**config.mk**
```make
export PLATFORM = sky130hd
export DESIGN_NAME = alpha_over_blend_opacity
export DESIGN_NICKNAME = d
export VERILOG_FILES = /design/src/rtl/core/aobo_pkg.sv /design/src/rtl/core/aobo_lane.sv /design/src/rtl/core/alpha_over_blend_opacity.sv
export SDC_FILE = /design/constraint.sdc
export NUM_CORES = 2
export LEC_CHECK = 0
export ABC_AREA = 1
export BUFFER_PORTS_ARGS = -buffer_cell sky130_fd_sc_hd__buf_2
export CAP_MARGIN = 20
export CORE_ASPECT_RATIO = 0.5
export CORE_MARGIN = 3
export CORE_UTILIZATION = 44
export DETAILED_ROUTE_END_ITERATION = 12
export SYNTH_ARGS = -nofsm -noshare
export SYNTH_HDL_FRONTEND = slang
export SYNTH_HIERARCHICAL = 1
export SYNTH_SLANG_ARGS = --single-unit
```
**constraint.sdc**
```tcl
create_clock -name clock -period 19.6 [get_ports clock]
set_input_delay 2.94 -clock clock [delete_from_list [all_inputs] [get_ports clock]]
set_output_delay 2.94 -clock clock [all_outputs]
set_load 0.02 [all_outputs]
```
**src/rtl/core/aobo_pkg.sv**
```systemverilog
// ----------------------------------------------------------------------------
// aobo_pkg
// Shared widths, fixed-point constants and control types for the alpha-over
// blend pipeline.
// ----------------------------------------------------------------------------
package aobo_pkg;

   localparam int PIX_W    = 8;
   localparam int OPA_W    = 17;
   localparam int WEIGHT_W = 24;
   localparam int PROD_W   = PIX_W + WEIGHT_W;
   localparam int QUOT_W   = 16;
   localparam int RECIP_W  = 16;
   localparam int SCALE_W  = QUOT_W + RECIP_W;
   localparam int RECIP_SH = 23;

   // opacity of 1.0 in q1.16
   localparam logic [OPA_W-1:0]    OPACITY_ONE = 17'd65536;
   // 255 * 65536, weight of 1.0
   localparam logic [WEIGHT_W-1:0] ALPHA_DENOM = 24'd16711680;
   // half of the weight denominator, for round half up
   localparam logic [PROD_W-1:0]   HALF_DENOM  = 32'd8355840;
   // ceil(2^23 / 255)
   localparam logic [RECIP_W-1:0]  RECIP_255   = 16'd32897;
   localparam logic [PIX_W-1:0]    PIX_MAX     = 8'd255;

   // load enables of the lane stages
   typedef struct packed {
      logic mul;
      logic sum;
      logic scale;
      logic res;
   } lane_en_type;

endpackage

```
**src/rtl/core/aobo_lane.sv**
```systemverilog
// ----------------------------------------------------------------------------
// aobo_lane
// One channel of the blend: x*w + y*(D-w), rounded half up and divided by
// 255*65536 over four register stages.
// ----------------------------------------------------------------------------
module aobo_lane
   import aobo_pkg::*;
(
   input  logic                clock,
   input  lane_en_type         lane_en,
   input  logic [PIX_W-1:0]    src_val,
   input  logic [PIX_W-1:0]    dst_val,
   input  logic [WEIGHT_W-1:0] weight,
   input  logic [WEIGHT_W-1:0] weight_inv,
   output logic [PIX_W-1:0]    result
);

   logic [PROD_W-1:0]  src_prod_ff, src_prod_in;
   logic [PROD_W-1:0]  dst_prod_ff, dst_prod_in;
   logic [QUOT_W-1:0]  quot_ff, quot_in;
   logic [SCALE_W-1:0] scaled_ff, scaled_in;
   logic [PIX_W-1:0]   result_ff, result_in;
   logic [PROD_W-1:0]  sum;
   logic [PIX_W:0]     res_wide;

   always_comb begin
      src_prod_in = PROD_W'(src_val) * PROD_W'(weight);
      dst_prod_in = PROD_W'(dst_val) * PROD_W'(weight_inv);
      sum         = src_prod_ff + dst_prod_ff + HALF_DENOM;
      quot_in     = sum[PROD_W-1:PROD_W-QUOT_W];
      scaled_in   = SCALE_W'(quot_ff) * SCALE_W'(RECIP_255);
      res_wide    = scaled_ff[RECIP_SH+PIX_W:RECIP_SH];
      // saturate
      result_in   = res_wide[PIX_W] ? PIX_MAX : res_wide[PIX_W-1:0];
   end

   always_ff @(posedge clock) begin
      if (lane_en.mul) begin
         src_prod_ff <= src_prod_in;
         dst_prod_ff <= dst_prod_in;
      end
      if (lane_en.sum) begin
         quot_ff <= quot_in;
      end
      if (lane_en.scale) begin
         scaled_ff <= scaled_in;
      end
      if (lane_en.res) begin
         result_ff <= result_in;
      end
   end

   assign result = result_ff;

endmodule

```
**src/rtl/core/alpha_over_blend_opacity.sv**
```systemverilog
// ----------------------------------------------------------------------------
// alpha_over_blend_opacity
// Porter-Duff over of a straight-alpha rgba8 source onto a destination pixel,
// source alpha scaled by a q1.16 layer opacity.
//
// channel  ports        direction  payload (lowest bits first)
// request  req_t*       in         src r,g,b,a, dst r,g,b,a, 8 bits each
// response rsp_t*       out        out r,g,b,a, 8 bits each
// config   csr_wen/wdata in        opacity, 17 bits, values above 1.0 clamp
//
// one request per cycle while the pipeline is not stalled, through six register stages
// set by weight multiply, weight invert, channel products, rounding sum,
// reciprocal multiply and output register. reset empties the pipeline and
// sets opacity to 1.0. a full stage holds while the stage after it is full and
// stalled; the ready chain is combinational from rsp_tready back to req_tready.
// ----------------------------------------------------------------------------
module alpha_over_blend_opacity
   import aobo_pkg::*;
(
   input  logic             clock,
   input  logic             reset,
   input  logic             csr_wen,
   input  logic [OPA_W-1:0] csr_wdata,
   input  logic             req_tvalid,
   output logic             req_tready,
   // src_red, src_green, src_blue, src_alpha, dst_red, dst_green, dst_blue, dst_alpha
   input  logic [63:0]      req_tdata,
   output logic             rsp_tvalid,
   input  logic             rsp_tready,
   // out_red, out_green, out_blue, out_alpha
   output logic [31:0]      rsp_tdata
);

   localparam int STAGES = 6;
   localparam int NCH    = 4;

   logic [OPA_W-1:0] opacity_ff, opacity_in;
   logic [STAGES:1]  vld_ff, vld_in;
   logic [STAGES+1:1] rdy;

   logic [NCH-1:0][PIX_W-1:0] s1_src_ff, s1_dst_ff, s2_src_ff, s2_dst_ff;
   logic [WEIGHT_W-1:0]       s1_w_ff, s1_w_in, s2_w_ff, s2_wi_ff, s2_wi_in;
   logic [PIX_W+OPA_W-1:0]    w_wide;
   logic [NCH-1:0][PIX_W-1:0] lane_res;
   logic [NCH-1:0][PIX_W-1:0] lane_src;
   lane_en_type               lane_en;

   // configuration
   always_comb begin
      opacity_in = (csr_wdata > OPACITY_ONE) ? OPACITY_ONE : csr_wdata;
   end

   always_ff @(posedge clock) begin
      if (reset) begin
         opacity_ff <= OPACITY_ONE;
      end else if (csr_wen) begin
         opacity_ff <= opacity_in;
      end
   end

   // valid and ready chain
   always_comb begin
      rdy[STAGES+1] = rsp_tready;
      for (int k = STAGES; k >= 1; k--) begin
         rdy[k] = !vld_ff[k] || rdy[k+1];
      end
      vld_in[1] = req_tvalid;
      for (int k = 2; k <= STAGES; k++) begin
         vld_in[k] = vld_ff[k-1];
      end
   end

   always_ff @(posedge clock) begin
      if (reset) begin
         vld_ff <= '0;
      end else begin
         for (int k = 1; k <= STAGES; k++) begin
            if (rdy[k]) begin
               vld_ff[k] <= vld_in[k];
            end
         end
      end
   end

   // weight stages
   always_comb begin
      w_wide   = (PIX_W+OPA_W)'(req_tdata[31:24]) * (PIX_W+OPA_W)'(opacity_ff);
      s1_w_in  = w_wide[WEIGHT_W-1:0];
      s2_wi_in = ALPHA_DENOM - s1_w_ff;
   end

   always_ff @(posedge clock) begin
      if (rdy[1]) begin
         s1_w_ff   <= s1_w_in;
         s1_src_ff <= req_tdata[31:0];
         s1_dst_ff <= req_tdata[63:32];
      end
      if (rdy[2]) begin
         s2_w_ff   <= s1_w_ff;
         s2_wi_ff  <= s2_wi_in;
         s2_src_ff <= s1_src_ff;
         s2_dst_ff <= s1_dst_ff;
      end
   end

   // channel lanes
   always_comb begin
      lane_en.mul   = rdy[3];
      lane_en.sum   = rdy[4];
      lane_en.scale = rdy[5];
      lane_en.res   = rdy[6];
      lane_src      = s2_src_ff;
      // alpha uses full coverage as the source term
      lane_src[NCH-1] = PIX_MAX;
   end

   for (genvar c = 0; c < NCH; c++) begin : g_lane
      aobo_lane u_lane (
         .clock      (clock),
         .lane_en    (lane_en),
         .src_val    (lane_src[c]),
         .dst_val    (s2_dst_ff[c]),
         .weight     (s2_w_ff),
         .weight_inv (s2_wi_ff),
         .result     (lane_res[c])
      );
   end

   assign req_tready = rdy[1];
   assign rsp_tvalid = vld_ff[STAGES];
   assign rsp_tdata  = lane_res;

   a_opacity_range: assert property (@(posedge clock) disable iff (reset)
      opacity_ff <= OPACITY_ONE)
      else $error("opacity above one");

   a_weight_range: assert property (@(posedge clock) disable iff (reset)
      vld_ff[1] |-> s1_w_ff <= ALPHA_DENOM)
      else $error("weight above denominator");

   a_weight_pair: assert property (@(posedge clock) disable iff (reset)
      vld_ff[2] |-> (WEIGHT_W+1)'(s2_w_ff) + (WEIGHT_W+1)'(s2_wi_ff)
                    == (WEIGHT_W+1)'(ALPHA_DENOM))
      else $error("weight and inverse do not sum to one");

   a_stage_hold: assert property (@(posedge clock) disable iff (reset)
      (vld_ff[STAGES-1] && !rdy[STAGES]) |=> vld_ff[STAGES-1])
      else $error("stalled stage lost its request");

endmodule

```
==> results by group <==
Run status
  – Status: finished clean

Global route
  – Largest net degree at the start of global routing: 77
  – Global-route wire length before repair: 419300 um
  – Grt ovf: 0
  – Initial antenna violation count: 4
  – Global Route Usage Sum: 0.2380
  – Number of global-route vias before repair: 79020

Worst setup path
  – Crit start category: primary input
  – Crit Path Max Fanout: 49
  – Worst Setup End Kind: output pin
  – Worst R2R End: g_lane[0].u_lane/dst_prod_ff[30]
  – CP Cell Sequence: buf_2, nor2_2, nand4_1, buf_4, nor2_1, nand2_4, buf_2
  – R2r worst-path depth: 17
  – Crit path DAT: 4.93 ns
  – Worst EP required: 16.66 ns
  – Reg2reg start: s2_dst_ff[5]
  – Crit path kind: primary input to output pin
  – Slowest stage delay, CP: 0.41 ns
  – Crit-path slowest cell: nor2_1
  – CP top delay family: simple AND/OR/NAND/NOR gates
  – Buffers and inverters on the worst path: 3
  – R2r setup slk: 14.36 ns
  – CP dominant cell by count: buf_2
  – CP Depth: 7

Yosys
  – Share of the synthesized area in the top cell type: 0.2423
  – Cell count after synthesis: 12880
  – Avg Cell Area, Syn: 7.344 um2
  – Most frequent cell after synthesis: nand2_1
  – Top post-synthesis cells by count: nand2_1 (3980), inv_1 (3506), fa_1 (1145), ha_1 (952), nor2_1 (580)
  – Part of the Yosys area used for sequential elements: 0.1861
  – Mapped cell area: 0.09460 mm2
  – Yosys warning count: 6
  – Main area contributors after synthesis: fa_1 (24%), edfxtp_1 (18%), nand2_1 (16%)
  – Yosys reg bits: 594
  – Post-synth top area cell: fa_1
  – Share of synthesized flip-flops with an asynchronous set or reset: 0
  – Main synth FF type: edfxtp_1
  – Yosys cell types: 45
  – EDFF count, synth: 571

Route
  – TritonRoute pass-1 iters: 8
  – # DRC: 0
  – Vias per std cell: 4.866
  – Total number of vias: 76550
  – DRT iter0 DRCs: 4567
  – Routed len/inst: 16.35 um
  – DRT Wirelength: 257200 um
  – Routed Antenna Nets: 0

Finish
  – Fin cells: 15730
  – Share of post-route cells with drive strength above 1: 0.04338
  – Nets: 15020
  – Area Overhead vs Synth: 6.250%

Floorplanning
  – Die X-Extent: 661.7 um
  – Core area: 0.2122 mm2
  – IO Count: 120
  – Num rows: 119
  – Initial Util: 0.4459
  – Die Area: 0.2209 mm2
  – Die height: 333.9 um

Placement
  – Number of instances in the placed design: 15610
  – Hpwl dp: 206000 um
  – Port-buffer cells: 119
  – Gpl congestion: 0.9402

Clock tree
  – Number of H-tree levels: 3
  – Post-CTS Repair Setup Buffers: 0
  – Clk sink count: 594
  – Hold-fix buffers, CTS: 0
  – Cts bufs inserted: 67
  – CTS tree: yes
  – Clock buffer depth: 3
  – Clk slew on worst S/H paths: 0.08 ns
  – PostCTS Resize Cnt: 0
  – Worst-Skew Late Latency: 0.71 ns
  – CTS root buf: clkbuf_16

Flow run
  – Max capacitance violation total: 0

Hold path
  – Worst Hold Path EP: lane_src[13]
  – Hold WC Path Type: register to register
  – Min-delay src: s1_src_ff[13]
  – Worst hold stages: 0

Timing
  – Slew Viols, Final: 0
  – Final hold vios: 0
  – Clock Skew: 0.03834 ns
  – Max Freq: 0.1271 GHz
  – Setup tns final: 0 ns
  – Final Setup Violations: 0
  – Worst rel slew slack: 0.2041
  – RSZ-0062 raised after global routing: no
  – Period utilization: 0.4014
  – Least-Margin Pin Slew: 1.194 ns
  – Fin crit period: 7.867 ns
kinds of logic after synthesis:
| kind of cell | after synthesis | share of synthesized area |
|---|---|---|
| flops | 594 | 0.1861 |
| other cells | 1 | 0.00003964 |
| fa+ha+maj | 2097 | 0.3682 |
| xor+xnor | 168 | 0.01555 |
| compound gates | 708 | 0.04027 |
| buf+inv | 3889 | 0.1544 |
| simple gates | 5424 | 0.2354 |
state kept, by name (all words and copies together), names as in the netlist, 32 cells and up:
name and flops:
g_lane.u_lane/scaled_ff 36, s2_dst_ff 32, g_lane.u_lane/dst_prod_ff 128, g_lane.u_lane/src_prod_ff 128, g_lane.u_lane/result 32, s1_dst_ff 32
g_lane.u_lane/quot_ff 64
placed cells by master (no fill, tap or decap), types with 53 or more instances in the layout:
cell type / n
a21oi_1: 413
buf_2: 119
buf_4: 76
clkbuf_16: 68
edfxtp_1: 571
fa_1: 1145
ha_1: 952
inv_1: 3504
nand2_1: 3978
nand2_2: 60
nand3_1: 402
nand4_1: 119
nor2_1: 580
nor3_1: 79
o21ai_0: 181
o21bai_1: 53
xor2_1: 126
layer usage:
layer,vias to the layer above,GRT usage,routed length [um]
li1,37940,-,-
met4,0,0.05220,5269
met3,332,0.02706,12100
met5,-,0,0
met2,1580,0.4190,124300
met1,36700,0.3146,115500
per-stage QoR:
step	cell area, um2	setup slack (ns)	util	hold slack, ns
2_1_floorplan	94770	2.412	-	0.4003
6_report	100500	11.73	0.4737	0.3986
5_1_grt	100500	11.61	0.4737	0.4206
3_3_place_gp	98170	11.76	0.4627	0.4007
4_1_cts	100500	11.71	0.4737	0.3971
3_5_place_dp	98190	11.71	0.4628	0.4045
worst max path at each step:
stage	start	endpoint	slack, ns
6_report	rsp_tready	req_tready	11.73
5_1_grt	rsp_tready	req_tready	11.61
4_1_cts	rsp_tready	req_tready	11.71
3_5_place_dp	rsp_tready	req_tready	11.71
3_3_place_gp	rsp_tready	req_tready	11.76
2_1_floorplan	rsp_tready	req_tready	2.41
area by class of cell:
cell class,instances,area (um2)
Sequential cell,594,17610
Timing Repair Buffer,196,1194
Clock inverter,51,601.8
Fill cell,21410,111700
Clock buffer,70,1709
Inverter,3530,13250
Tap cell,2843,3557
Multi-Input combinational cell,8445,62580
Antenna cell,3,7.507
Power is left out: the tool's default activity adds up to more than one toggle a clock period on the data nets, which glitch-free logic cannot reach.
